===== src/tsb_pkg.sv =====
`timescale 1ns / 1ps
// Shared types, constants and codes for the TCP segment header builder.
package tsb_pkg;

  // Segment limits and fixed header fields.
  localparam logic [15:0] MAX_PAYLOAD_BYTES = 16'd65515;
  localparam logic [15:0] TCP_WINDOW        = 16'd65530;
  localparam logic [15:0] TCP_PROTOCOL      = 16'd6;
  localparam logic [15:0] HEADER_BYTES      = 16'd20;
  localparam logic [3:0]  DATA_OFFSET       = 4'd5;

  // Input item codes.
  localparam logic ACT_BEGIN = 1'b0;
  localparam logic ACT_DATA  = 1'b1;

  // Result word kinds.
  localparam logic KIND_BYTE = 1'b0;
  localparam logic KIND_HDR  = 1'b1;

  // Configuration register indexes.
  localparam logic [1:0] REG_SRC_ADDR = 2'd0;
  localparam logic [1:0] REG_DST_ADDR = 2'd1;
  localparam logic [1:0] REG_SRC_PORT = 2'd2;
  localparam logic [1:0] REG_DST_PORT = 2'd3;

  // Header word positions.
  localparam logic [2:0] HDR_PORTS    = 3'd0;
  localparam logic [2:0] HDR_SEQ      = 3'd1;
  localparam logic [2:0] HDR_ACK      = 3'd2;
  localparam logic [2:0] HDR_CTRL     = 3'd3;
  localparam logic [2:0] HDR_LAST_IDX = 3'd4;

  // Queue depths.
  localparam int JQ_DEPTH = 4;
  localparam int OF_DEPTH = 2;

  typedef struct packed {
    logic [31:0] src_addr;
    logic [31:0] dst_addr;
    logic [15:0] sport;
    logic [15:0] dport;
  } cfg_t;

  // One unit of work for the back end: an echoed byte, a header, or both.
  typedef struct packed {
    logic        has_byte;
    logic [7:0]  data_byte;
    logic        has_hdr;
    logic [31:0] seq;
    logic [31:0] ack;
    logic [7:0]  flags;
    logic [15:0] sum;
    logic [15:0] count;
    logic        ovf;
  } job_t;

  typedef struct packed {
    logic        kind;
    logic [31:0] data;
    logic        last;
    logic        ovf;
  } out_word_t;

  typedef enum logic [1:0] {
    BK_IDLE,
    BK_BYTE,
    BK_HDR
  } back_st_t;

endpackage


===== src/tsb_front.sv =====
`timescale 1ns / 1ps
// Front end: takes input items, tracks the open segment and issues jobs.
module tsb_front import tsb_pkg::*; (
  input  logic        clk,
  input  logic        rst_n,
  input  logic        accept,
  input  logic        action,
  input  logic [31:0] seq_value,
  input  logic [31:0] ack_value,
  input  logic [7:0]  flag_bits,
  input  logic [7:0]  data_byte,
  input  logic        last,
  output logic        job_push,
  output job_t        job
);

  logic        in_seg_r, in_seg_nxt;
  logic [15:0] sum_r, sum_nxt;
  logic [15:0] count_r, count_nxt;
  logic [31:0] seq_r, seq_nxt;
  logic [31:0] ack_r, ack_nxt;
  logic [7:0]  flags_r, flags_nxt;
  logic        ovf_r, ovf_nxt;
  logic [15:0] byte_word;

  // Ones-complement add with the end-around carry folded back in.
  function automatic logic [15:0] oc_add(input logic [15:0] a, input logic [15:0] b);
    logic [16:0] s;
    s = {1'b0, a} + {1'b0, b};
    return s[15:0] + {15'd0, s[16]};
  endfunction

  // Even-numbered payload bytes are the high half of a 16-bit word.
  assign byte_word = count_r[0] ? {8'd0, data_byte} : {data_byte, 8'd0};

  always_comb begin
    in_seg_nxt = in_seg_r;
    sum_nxt    = sum_r;
    count_nxt  = count_r;
    seq_nxt    = seq_r;
    ack_nxt    = ack_r;
    flags_nxt  = flags_r;
    ovf_nxt    = ovf_r;
    job        = '0;
    job_push   = 1'b0;
    if (accept) begin
      if (action == ACT_BEGIN) begin
        seq_nxt    = seq_value;
        ack_nxt    = ack_value;
        flags_nxt  = flag_bits;
        sum_nxt    = '0;
        count_nxt  = '0;
        ovf_nxt    = 1'b0;
        in_seg_nxt = !last;
        job.has_hdr = last;
      end else if (in_seg_r) begin
        if (count_r < MAX_PAYLOAD_BYTES) begin
          sum_nxt        = oc_add(sum_r, byte_word);
          count_nxt      = count_r + 16'd1;
          job.has_byte   = 1'b1;
          job.data_byte  = data_byte;
        end else begin
          ovf_nxt = 1'b1;
        end
        job.has_hdr = last;
        if (last) begin
          in_seg_nxt = 1'b0;
        end
      end
      job.seq   = seq_nxt;
      job.ack   = ack_nxt;
      job.flags = flags_nxt;
      job.sum   = sum_nxt;
      job.count = count_nxt;
      job.ovf   = ovf_nxt;
      job_push  = job.has_byte || job.has_hdr;
    end
  end

  always_ff @(posedge clk) begin
    if (!rst_n) begin
      in_seg_r <= 1'b0;
    end else begin
      in_seg_r <= in_seg_nxt;
    end
  end

  always_ff @(posedge clk) begin
    sum_r   <= sum_nxt;
    count_r <= count_nxt;
    seq_r   <= seq_nxt;
    ack_r   <= ack_nxt;
    flags_r <= flags_nxt;
    ovf_r   <= ovf_nxt;
  end

endmodule


===== src/tsb_jobq.sv =====
`timescale 1ns / 1ps
// Short job queue that decouples the front end from the back end.
module tsb_jobq import tsb_pkg::*; (
  input  logic clk,
  input  logic rst_n,
  input  logic push,
  input  job_t wr_job,
  output logic full,
  input  logic pop,
  output job_t rd_job,
  output logic empty
);

  localparam int PW = $clog2(JQ_DEPTH);
  localparam int CW = $clog2(JQ_DEPTH + 1);

  job_t          mem_r [JQ_DEPTH];
  logic [PW-1:0] wr_ptr_r, rd_ptr_r;
  logic [CW-1:0] cnt_r;
  logic          do_push, do_pop;

  assign full    = (cnt_r == CW'(JQ_DEPTH));
  assign empty   = (cnt_r == '0);
  assign do_push = push && !full;
  assign do_pop  = pop && !empty;
  assign rd_job  = mem_r[rd_ptr_r];

  always_ff @(posedge clk) begin
    if (!rst_n) begin
      wr_ptr_r <= '0;
      rd_ptr_r <= '0;
      cnt_r    <= '0;
    end else begin
      if (do_push) begin
        wr_ptr_r <= wr_ptr_r + PW'(1);
      end
      if (do_pop) begin
        rd_ptr_r <= rd_ptr_r + PW'(1);
      end
      if (do_push && !do_pop) begin
        cnt_r <= cnt_r + CW'(1);
      end else if (do_pop && !do_push) begin
        cnt_r <= cnt_r - CW'(1);
      end
    end
  end

  always_ff @(posedge clk) begin
    if (do_push) begin
      mem_r[wr_ptr_r] <= wr_job;
    end
  end

endmodule


===== src/tsb_back.sv =====
`timescale 1ns / 1ps
// Back end: turns jobs into result words and accumulates the checksum.
module tsb_back import tsb_pkg::*; (
  input  logic        clk,
  input  logic        rst_n,
  input  cfg_t        cfg,
  input  logic        jq_empty,
  input  job_t        jq_job,
  output logic        jq_pop,
  output logic        empty,
  input  logic        pop,
  output logic        out_kind,
  output logic [31:0] out_data,
  output logic        out_last,
  output logic        out_overflow
);

  localparam int OPW = $clog2(OF_DEPTH);
  localparam int OCW = $clog2(OF_DEPTH + 1);

  back_st_t    st_r, st_nxt;
  job_t        cur_r, cur_nxt;
  logic [2:0]  widx_r, widx_nxt;
  logic [19:0] acc_r, acc_nxt;
  logic        emit, done_job;
  out_word_t   wr_word;
  out_word_t   hdr_word;
  logic [31:0] ctrl_word;
  logic [15:0] t0, t1, t2, t3;
  logic [19:0] term_sum;
  logic [16:0] fold1;
  logic [15:0] fold2;

  out_word_t      of_mem_r [OF_DEPTH];
  logic [OPW-1:0] of_wr_r, of_rd_r;
  logic [OCW-1:0] of_cnt_r;
  logic           of_full, of_pop;

  assign ctrl_word = {DATA_OFFSET, 4'd0, cur_r.flags, TCP_WINDOW};

  // Checksum terms are spread over the first four header words.
  always_comb begin
    case (widx_r)
      HDR_PORTS: begin
        t0 = cfg.sport;
        t1 = cfg.dport;
        t2 = cfg.src_addr[31:16];
        t3 = cfg.src_addr[15:0];
      end
      HDR_SEQ: begin
        t0 = cur_r.seq[31:16];
        t1 = cur_r.seq[15:0];
        t2 = cfg.dst_addr[31:16];
        t3 = cfg.dst_addr[15:0];
      end
      HDR_ACK: begin
        t0 = cur_r.ack[31:16];
        t1 = cur_r.ack[15:0];
        t2 = TCP_PROTOCOL;
        t3 = HEADER_BYTES + cur_r.count;
      end
      HDR_CTRL: begin
        t0 = ctrl_word[31:16];
        t1 = ctrl_word[15:0];
        t2 = '0;
        t3 = '0;
      end
      default: begin
        t0 = '0;
        t1 = '0;
        t2 = '0;
        t3 = '0;
      end
    endcase
    term_sum = {4'd0, t0} + {4'd0, t1} + {4'd0, t2} + {4'd0, t3};
  end

  // Sixteen 16-bit terms at most fit in 20 bits; two folds bring it to 16.
  assign fold1 = {1'b0, acc_r[15:0]} + {13'd0, acc_r[19:16]};
  assign fold2 = fold1[15:0] + {15'd0, fold1[16]};

  always_comb begin
    hdr_word.kind = KIND_HDR;
    hdr_word.ovf  = cur_r.ovf;
    hdr_word.last = 1'b0;
    case (widx_r)
      HDR_PORTS: hdr_word.data = {cfg.sport, cfg.dport};
      HDR_SEQ:   hdr_word.data = cur_r.seq;
      HDR_ACK:   hdr_word.data = cur_r.ack;
      HDR_CTRL:  hdr_word.data = ctrl_word;
      default: begin
        hdr_word.data = {~fold2, 16'd0};
        hdr_word.last = 1'b1;
      end
    endcase
  end

  always_comb begin
    st_nxt   = st_r;
    cur_nxt  = cur_r;
    widx_nxt = widx_r;
    acc_nxt  = acc_r;
    emit     = 1'b0;
    done_job = 1'b0;
    jq_pop   = 1'b0;
    wr_word  = hdr_word;
    unique case (st_r)
      BK_IDLE: begin
        done_job = 1'b1;
      end
      BK_BYTE: begin
        wr_word.kind = KIND_BYTE;
        wr_word.data = {24'd0, cur_r.data_byte};
        wr_word.last = 1'b0;
        wr_word.ovf  = 1'b0;
        if (!of_full) begin
          emit = 1'b1;
          if (cur_r.has_hdr) begin
            st_nxt   = BK_HDR;
            widx_nxt = HDR_PORTS;
          end else begin
            done_job = 1'b1;
          end
        end
      end
      BK_HDR: begin
        if (!of_full) begin
          emit     = 1'b1;
          acc_nxt  = acc_r + term_sum;
          widx_nxt = widx_r + 3'd1;
          done_job = (widx_r == HDR_LAST_IDX);
        end
      end
      default: begin
        st_nxt = BK_IDLE;
      end
    endcase
    if (done_job) begin
      if (!jq_empty) begin
        jq_pop   = 1'b1;
        cur_nxt  = jq_job;
        widx_nxt = HDR_PORTS;
        acc_nxt  = {4'd0, jq_job.sum};
        st_nxt   = jq_job.has_byte ? BK_BYTE : BK_HDR;
      end else begin
        st_nxt = BK_IDLE;
      end
    end
  end

  always_ff @(posedge clk) begin
    if (!rst_n) begin
      st_r <= BK_IDLE;
    end else begin
      st_r <= st_nxt;
    end
  end

  always_ff @(posedge clk) begin
    cur_r  <= cur_nxt;
    widx_r <= widx_nxt;
    acc_r  <= acc_nxt;
  end

  // Output queue: lets a new word be built while the previous one waits.
  assign of_full = (of_cnt_r == OCW'(OF_DEPTH));
  assign empty   = (of_cnt_r == '0);
  assign of_pop  = pop && !empty;

  assign out_kind     = of_mem_r[of_rd_r].kind;
  assign out_data     = of_mem_r[of_rd_r].data;
  assign out_last     = of_mem_r[of_rd_r].last;
  assign out_overflow = of_mem_r[of_rd_r].ovf;

  always_ff @(posedge clk) begin
    if (!rst_n) begin
      of_wr_r  <= '0;
      of_rd_r  <= '0;
      of_cnt_r <= '0;
    end else begin
      if (emit) begin
        of_wr_r <= of_wr_r + OPW'(1);
      end
      if (of_pop) begin
        of_rd_r <= of_rd_r + OPW'(1);
      end
      if (emit && !of_pop) begin
        of_cnt_r <= of_cnt_r + OCW'(1);
      end else if (of_pop && !emit) begin
        of_cnt_r <= of_cnt_r - OCW'(1);
      end
    end
  end

  always_ff @(posedge clk) begin
    if (emit) begin
      of_mem_r[of_wr_r] <= wr_word;
    end
  end

  a_of_bound: assert property (@(posedge clk) disable iff (!rst_n)
    of_cnt_r <= OCW'(OF_DEPTH))
    else $error("output queue count out of range");

  a_hdr_idx: assert property (@(posedge clk) disable iff (!rst_n)
    (st_r == BK_HDR) |-> (widx_r <= HDR_LAST_IDX))
    else $error("header word index out of range");

  a_last_hdr: assert property (@(posedge clk) disable iff (!rst_n)
    (emit && wr_word.last) |-> (wr_word.kind == KIND_HDR))
    else $error("segment end marked on a payload word");

  a_byte_job: assert property (@(posedge clk) disable iff (!rst_n)
    (st_r == BK_BYTE) |-> cur_r.has_byte)
    else $error("byte phase entered for a job without a byte");

endmodule


===== src/tcp_segment_header_builder.sv =====
`timescale 1ns / 1ps
// Top level of the TCP segment header builder: configuration and wiring.
//
// Input side is a queue write port: a word is taken on a clock edge where
// push is high and full is low. A begin word (in_action low) opens a segment
// with its sequence number, acknowledgment number and flag byte; each payload
// word (in_action high) carries one byte. in_last closes the segment.
// Result side is a queue read port: while empty is low the oldest word sits
// on the out_ ports and is taken on an edge where pop is high.
// Every accepted payload byte below the length limit comes back as one echoed
// word. When a segment closes, five header words follow: ports, sequence,
// acknowledgment, offset/flags/window, then checksum with a zero urgent
// pointer; out_last marks the fifth. Bytes past the limit are dropped and
// out_overflow is set on that segment's header words.
// A result word passes the job queue, the back end and the output queue. Payload
// flows at one byte per cycle while the output queue has room. Closing a segment
// holds the back end for its header words while the four-entry job queue takes
// later input words; full rises once it runs out. If pop stays low the two-entry
// output queue fills, the back end holds, the job queue fills and full rises;
// nothing is lost. Synchronous reset empties all queues, closes any open segment
// and clears the address and port registers, written through cfg_we, cfg_index
// and cfg_data; the user must do so only while idle; the block does not check.
module tcp_segment_header_builder import tsb_pkg::*; (
  input  logic        clk,
  input  logic        rst_n,
  input  logic        push,
  output logic        full,
  input  logic        in_action,
  input  logic [31:0] in_seq_value,
  input  logic [31:0] in_ack_value,
  input  logic [7:0]  in_flag_bits,
  input  logic [7:0]  in_data_byte,
  input  logic        in_last,
  output logic        empty,
  input  logic        pop,
  output logic        out_kind,
  output logic [31:0] out_data,
  output logic        out_last,
  output logic        out_overflow,
  input  logic        cfg_we,
  input  logic [1:0]  cfg_index,
  input  logic [31:0] cfg_data
);

  cfg_t cfg_r, cfg_nxt;
  logic accept;
  logic job_push;
  job_t fe_job;
  logic jq_full, jq_empty, jq_pop;
  job_t jq_job;

  // Register writes; port registers keep the low half of the data word.
  always_comb begin
    cfg_nxt = cfg_r;
    if (cfg_we) begin
      unique case (cfg_index)
        REG_SRC_ADDR: cfg_nxt.src_addr = cfg_data;
        REG_DST_ADDR: cfg_nxt.dst_addr = cfg_data;
        REG_SRC_PORT: cfg_nxt.sport    = cfg_data[15:0];
        REG_DST_PORT: cfg_nxt.dport    = cfg_data[15:0];
      endcase
    end
  end

  always_ff @(posedge clk) begin
    if (!rst_n) begin
      cfg_r <= '0;
    end else begin
      cfg_r <= cfg_nxt;
    end
  end

  // The front end can always take an item as long as a job slot is free.
  assign full   = jq_full;
  assign accept = push && !jq_full;

  tsb_front u_front (
    .clk       (clk),
    .rst_n     (rst_n),
    .accept    (accept),
    .action    (in_action),
    .seq_value (in_seq_value),
    .ack_value (in_ack_value),
    .flag_bits (in_flag_bits),
    .data_byte (in_data_byte),
    .last      (in_last),
    .job_push  (job_push),
    .job       (fe_job)
  );

  tsb_jobq u_jobq (
    .clk    (clk),
    .rst_n  (rst_n),
    .push   (job_push),
    .wr_job (fe_job),
    .full   (jq_full),
    .pop    (jq_pop),
    .rd_job (jq_job),
    .empty  (jq_empty)
  );

  tsb_back u_back (
    .clk          (clk),
    .rst_n        (rst_n),
    .cfg          (cfg_r),
    .jq_empty     (jq_empty),
    .jq_job       (jq_job),
    .jq_pop       (jq_pop),
    .empty        (empty),
    .pop          (pop),
    .out_kind     (out_kind),
    .out_data     (out_data),
    .out_last     (out_last),
    .out_overflow (out_overflow)
  );

endmodule

===== config.mk =====
export PLATFORM = sky130hd
export DESIGN_NAME = tcp_segment_header_builder
export DESIGN_NICKNAME = d
export VERILOG_FILES = /design/src/tsb_pkg.sv /design/src/tsb_front.sv /design/src/tsb_jobq.sv /design/src/tsb_back.sv /design/src/tcp_segment_header_builder.sv
export SDC_FILE = /design/constraint.sdc
export NUM_CORES = 1
export LEC_CHECK = 0
export BUFFER_PORTS_ARGS = -buffer_cell sky130_fd_sc_hd__buf_4
export CAP_MARGIN = 20
export CELL_PAD_IN_SITES_DETAIL_PLACEMENT = 1
export CELL_PAD_IN_SITES_GLOBAL_PLACEMENT = 2
export CORE_AREA = 2 2 316 318
export CTS_CLUSTER_SIZE = 30
export DETAILED_ROUTE_END_ITERATION = 16
export DIE_AREA = 0 0 318 320
export GPL_TIMING_DRIVEN = 0
export PLACE_DENSITY = 0.81
export SLEW_MARGIN = 20
export SYNTH_ARGS = -nofsm -noshare
export SYNTH_HDL_FRONTEND = slang
export SYNTH_SLANG_ARGS = --single-unit

===== constraint.sdc =====
create_clock -name clk -period 9.7 [get_ports clk]
set_input_delay 0.97 -clock clk [delete_from_list [all_inputs] [get_ports clk]]
set_output_delay 0.97 -clock clk [all_outputs]
set_load 0.02 [all_outputs]

## Word level (Yosys, flattened, before mapping)

Memory sizes are Yosys's and may differ from the RTL's. A register that Yosys moved wholly into a read port is not among the register bits.
Index checks and enable logic that the tools add are counted.

- Add/subtract/negate cells: 19
- Order comparisons: 1
- Equal/unequal tests: 14
- Mux-type cells: 67
- Bitwise gates (word level): 2
- Reduce and logical (&&, ||, !) cells: 33

Operators by type and width:

| cell | number |
|---|---|
| case mux 16 bit (4 select lines) | 2 |
| case mux 32 bit (4 select lines) | 1 |
| 2-to-1 mux 115 bit | 1 |
| 2-to-1 mux 16 bit | 7 |
| case mux 16 bit (3 select lines) | 2 |
| 2-to-1 mux 20 bit | 4 |
| 2-to-1 mux 32 bit | 2 |
| adder 20 x 16 -> 20 bit | 2 |
| 2-to-1 mux 35 bit | 1 |
| adder 16 x 16 -> 17 bit | 2 |
| adder 16 x 1 -> 16 bit | 2 |
| 2-to-1 mux 9 bit | 3 |
| 2-to-1 mux 1 bit | 23 |
| 2-to-1 mux 3 bit | 7 |
| adder 20 bit | 1 |
| 2-to-1 mux 2 bit | 9 |
| adder 16 x 4 -> 17 bit | 1 |
| adder 16 x 1 -> 16 bit (second input constant) | 1 |
| adder 5 x 16 -> 16 bit (first input constant) | 1 |
| less-than comparator 16 bit (second input constant) | 1 |
| inverter 16 bit | 1 |
| 2-to-1 mux 10 bit | 1 |
| AND reduction 2 bit | 5 |
| equality test 2 bit (second input constant) | 4 |
| other kinds (26) | 52 |

- Flip-flop bits (word level): 336
- Bits in writable memories: 530
- Output and inout bits: 37
- Memories: 2

Memories:

| memory | depth | bits a word | read ports | clocked after memory_dff | write ports | line | text |
|---|---|---|---|---|---|---|---|
| u_jobq.mem_r | 4 | 115 | 1 | 1 | 1 | tsb_jobq.sv:17 | `job_t mem_r [JQ_DEPTH];` |
| u_back.of_mem_r | 2 | 35 | 1 | 1 | 1 | tsb_back.sv:34 | `out_word_t of_mem_r [OF_DEPTH];` |

## Depth between registers and ports, before layout

- Depth after elaboration: 12
- Mapped depth: 30
- Gate-level depth less buffers: 28

## Modules after synthesis

Synthesis repeated with hierarchy kept, for this count alone.

- Cell total of the unflattened synthesis: 2561
- Area total of the unflattened synthesis: 38450.6 sq um

Modules (own cells, without submodules):

| module | times used | cells each | area an instance (sq um) | seq. area each (sq um) |
|---|---|---|---|---|
| tsb_jobq | 1 | 649 | 17041.3 | 13993.4 |
| tsb_back | 1 | 941 | 11085.6 | 5645.4 |
| tsb_front | 1 | 621 | 6722.7 | 3173.0 |
| tcp_segment_header_builder | 1 | 350 | 3601.0 | 1921.8 |

## Worst setup path after synthesis

Ideal clock, no wire load.

- Kind: register -> register
- Start point: reg u_back.widx_r[2]
- End point: reg u_back.acc_r[16]
- Arrival time: 5821 ps
- Required time: 9389 ps
- Setup slack: 3568 ps
- Cell stages (with the launch flop): 29
- Path buffers: 2
- Path through: dfxtp_1 -> clkbuf_1 -> inv_1 -> ha_1 -> clkbuf_1 -> a22oi_1 -> a21oi_1 -> ha_1 -> a21o_1 -> a21oi_1 -> nor2b_1 -> o21a_1 -> o311a_1 -> nor2_1 -> xnor2_1 -> fa_1 -> inv_1 -> fa_1 -> inv_1 -> ha_1 -> or4_1 -> o21bai_1 -> a21o_1 -> o21ba_2 -> o22ai_1 -> o21ai_0 -> xor2_1 -> nand2_1 -> a21oi_1

- Longest elaborated chain between the ends: 10
- Elaborated cells between the ends (all ways): 19
- Those cells by class: 4 x add/sub; 4 x eq/ne; 10 x mux; 1 x reduce/logical

Ends and longest elaborated chain:

| what | line | text |
|---|---|---|
| start, declared | tsb_back.sv:23 | `logic [2:0] widx_r, widx_nxt;` |
| start signal, assigned | tsb_back.sv:161 | `widx_r <= widx_nxt;` |
| equality test 3 x 2 -> 1 bit (tied with other cells) | tsb_back.sv:43 | `case (widx_r)` |
| case mux 16 bit (4 select lines) | tsb_back.sv:43 |  |
| adder 16 x 16 -> 17 bit | tsb_back.sv:75 | `term_sum = {4'd0, t0} + {4'd0, t1} + {4'd0, t2} + {4'd0, t3};` |
| adder 20 x 16 -> 20 bit (2 in series) | tsb_back.sv:75 |  |
| adder 20 bit | tsb_back.sv:129 | `acc_nxt = acc_r + term_sum;` |
| 2-to-1 mux 20 bit | tsb_back.sv:127 | `if (!of_full) begin` |
| 2-to-1 mux 20 bit | tsb_back.sv:107 | `unique case (st_r)` |
| 2-to-1 mux 20 bit | tsb_back.sv:139 | `if (!jq_empty) begin` |
| 2-to-1 mux 20 bit (*) | tsb_back.sv:138 | `if (done_job) begin` |
| named net u_back.acc_nxt[16] | tsb_back.sv:24 | `logic [19:0] acc_r, acc_nxt;` |
| end signal, assigned | tsb_back.sv:162 | `acc_r <= acc_nxt;` |
| end, declared | tsb_back.sv:24 |  |

Mark *: on every way through the listed nets, which the timed path passes. The rest lies on a longest branch.
A chain may end at the register's enable or synchronous reset.

## Worst setup path after layout

- Start point: reg u_back.widx_r[2]
- End point: reg u_back.acc_r[19]

Same word-level chain as after synthesis.

==> out/summary.md <==
- 38010 um2 — netlist area before placement
- 164400 um — wire length of the first global-routing pass
- 5977 um — Detail Route met3 WL
- 10 — highest fanout seen on the critical path
- 81280 um — estimated wirelength of the detail-placed design
- clkbuf_16 — Clock Root Buffer
- 14.23 um2 — synthesized area divided by synthesized cell count
- edfxtp_1 (733), nand2_1 (283), a21oi_1 (205) — top library cells by usage in the layout, fill and taps aside
- edfxtp_1 — most common cell after layout, fill and taps aside
- 0.4617 ns — Min Hold Slack
- 2671 — number of instances in the synthesized netlist
- 4299 — Post-Layout Cell Count
- 6 — first-pass detailed-route iteration total
- 25.61 um — post-DR wirelength/cell
- 8.089 ns — post-layout minimum cycle time
- edfxtp_1 — dominant synthesized flop cell
- 0 — max-cap viol count
- 0 ns — aggregate negative setup slack
- 24.61% — worst max-slew margin expressed relative to the limit
- 0.01541 uW — LEAKAGE
- compound AO/OA/AOI/OAI gates — cell family with the largest share of critical-path delay
- false — unrepaired setup endpoints after global routing
- 0 — overall overflow remaining after global route
- 0 — Post-DRT Antenna Nets
- 0 — DRC violation count after routing
- 3173 — final net count
- 0.68 ns — insertion delay to the later sink of the worst-skew pair
- 137.2 uV — Max VDD drop
- 4130 — number of placed instances, taps included
- 2907 — Syn Nets
- 0 — cts hold-fix bufs
- 5.488 — via/cell ratio
- 0 — setup violators final
- 0.06 ns — clock transition at the register clock pins on the worst setup and hold paths after CTS
- 320 um — vertical die dimension
- 0 — YS warnings
- 10.29 ns — required time reported for the critical path endpoint
- 63 — count of distinct cell types in the synthesized netlist
- 273.8 nW/um2 — cell area power density
- 0.8934 — RePlAce Congestion
- 18.60% — share of layout cells above drive strength 1
- 110100 um — total detailed-routing wirelength
- 733 — number of enable-type register cells in the synthesized netlist
- 115 — Std-Cell Rows
- 0 — total setup buffers inserted after CTS
- 8.68 ns — data arrival time of the worst path
- 16.44% — area grow syn2layout
- 101800 um2 — die outline area
- fa_1 — CP max stage cell
- 65.07% — sequential share of the synthesized area
- 158 — I/O Pins
- 3 — # H-tree levels
- 2141 — violation count after the first detailed-route iteration
- 4 — initial antenna violation count
- 0% — Async SR Flop Fraction
- reg -> reg — type of the worst setup path
- 0 — pins over their slew limit
- 49110 um — met1 WL
- 3 — CTS max path bufs
- 1.131 ns — Worst-Margin Slew
- 157 — buffers added on ports
- 52140 um — Met2 Wirelength
- reg -> reg — type of the tightest min-delay check
- 5 — Crit path buffers/inverters
- 97990 um2 — core area
- 869 — CTS sink count
- 318 um — horizontal extent of the die
- 21.62% — overall fraction of global-route tracks in use
- 0.1236 GHz — highest clock frequency the design can meet
- 52 — largest net degree at the start of global routing
- yes — TritonCTS clock tree
- flip-flop — kind of start point of the critical path
- 92 — CTS buffer count
- complete, no violations — outcome
- 0.57 ns — slowest cell delay on critical path
- met5 — top metal layer carrying routed signals
- 12120 uW — overall power after layout
- 0 — number of instances resized during post-cts repair
- 23595 — total number of vias
- 0 — final number of hold-violating endpoints
- 25239 — via count of the first global-routing pass
- 83.39% — fraction of the cycle the final worst path needs
- a21oi_1 — most numerous cell on the critical path
- 0.05628 ns — Clock Skew
- 38.79% — starting utilization of the core area
- flip-flop — endpoint type of the worst setup path
- 869 — Synth Register Bits
[cell usage after synthesis, types with 36 or more instances]
cell type	n	share of area, %
ha_1	79	2.6
inv_1	99	0.98
mux2_2	114	3.4
xor2_1	45	1.0
a22oi_1	45	0.89
nor2_1	135	1.3
fa_1	36	1.9
a21oi_1	205	2.7
mux4_2	115	6.8
clkbuf_1	115	1.1
and2_1	107	1.8
nand2_1	283	2.8
edfxtp_1	733	58
dfxtp_1	136	7.2
xnor2_1	54	1.2
o21ai_0	63	0.83
[worst register-to-register path, stage by stage (launching register included)]
cell and delay, ns:
dfxtp_1 0.29, clkbuf_1 0.18, inv_1 0.34, ha_1 0.38, clkbuf_1 0.56, a21oi_1 0.14
a21oi_1 0.55, ha_1 0.35, a21o_1 0.18, a21oi_1 0.24, nor2b_1 0.09, o21a_1 0.21
o311a_1 0.34, nor2_1 0.13, xnor2_1 0.15, fa_1 0.57, inv_1 0.07, fa_1 0.51
inv_1 0.05, ha_1 0.24, or4_1 0.53, o21ai_0 0.50, a21oi_1 0.22, o2111a_1 0.30
nor3_1 0.36, o31ai_1 0.18, and3_1 0.21, nor3_1 0.13
[per-stage QoR]
stage | utilization (%) | worst slack [ns] | cell area, um2
floorplan | - | 3.568 | 38010
CTS | 45.16 | 1.764 | 44250
global route | 45.16 | 1.257 | 44250
finish | 45.17 | 1.611 | 44260
detailed placement | 42.04 | 1.824 | 41190
global placement | 41.64 | 1.238 | 40800
[registers in the layout, summed over array words and instances (netlist names), 2 cells and up, named ones only]
name and cells:
u_back.ctrl_word 8, u_front.flags_r 8, u_front.ack_r 32, u_front.count_r 16
u_back.of_cnt_r 2, u_back.acc_r 20, cfg_r 96, u_jobq.wr_ptr_r 2
u_jobq.rd_ptr_r 2, u_jobq.mem_r 460, u_back.st_r 2, u_back.widx_r 3
u_jobq.cnt_r 3, u_front.seq_r 32, u_back.of_mem_r 70, u_front.sum_r 16
u_back.cur_r 90
[layout make-up]
class | instances | area (um2)
Inverter | 100 | 375.4
Antenna cell | 1 | 2.502
Tap cell | 1287 | 1610
Multi-Input combinational cell | 1566 | 12410
Fill cell | 9854 | 53730
Clock buffer | 112 | 2419
Buffer | 136 | 515.5
Timing Repair Buffer | 172 | 1546
Sequential cell | 869 | 24730
Clock inverter | 56 | 641.9
[worst paths after layout]
path                                  from                        to  slack [ns]  cells past startpoint
hold / removal      cfg_r[91]$_SDFFE_PN0P_    cfg_r[91]$_SDFFE_PN0P_        0.46                      2
setup reg to reg  u_back.widx_r[2]$_DFF_P_  u_back.acc_r[19]$_DFF_P_        1.61                     27
setup / recovery  u_back.widx_r[2]$_DFF_P_  u_back.acc_r[19]$_DFF_P_        1.61                     27
hold reg to reg     cfg_r[91]$_SDFFE_PN0P_    cfg_r[91]$_SDFFE_PN0P_        0.46                      2
[power by group]
| part | leakage, uW | total, uW | switching (uW) | internal, uW |
|---|---|---|---|---|
| Clock | 0.00147 | 3580 | 1520 | 2060 |
| Combinational | 0.00595 | 3370 | 2120 | 1260 |
| Sequential | 0.00800 | 5170 | 333 | 4830 |
| Total | 0.0154 | 12100 | 3970 | 8150 |
[logic make-up after synthesis]
group / after synthesis / share of synthesized area, %
buffers and inverters: 236 / 2.331
AO/OA/AOI/OAI: 435 / 7.061
adder cells (fa/ha/maj): 115 / 4.497
flip-flops: 869 / 65.07
XOR/XNOR: 99 / 2.281
multiplexers: 238 / 10.43
AND/OR/NAND/NOR: 679 / 8.328
[layer usage]
layer	vias up	GRT usage (%)
li1	10490	-
met1	12250	30.23
met2	712	35.25
met3	141	2.717
met4	2	6.709
met5	-	0
No activity file was read; power rests on OpenSTA's default activity.
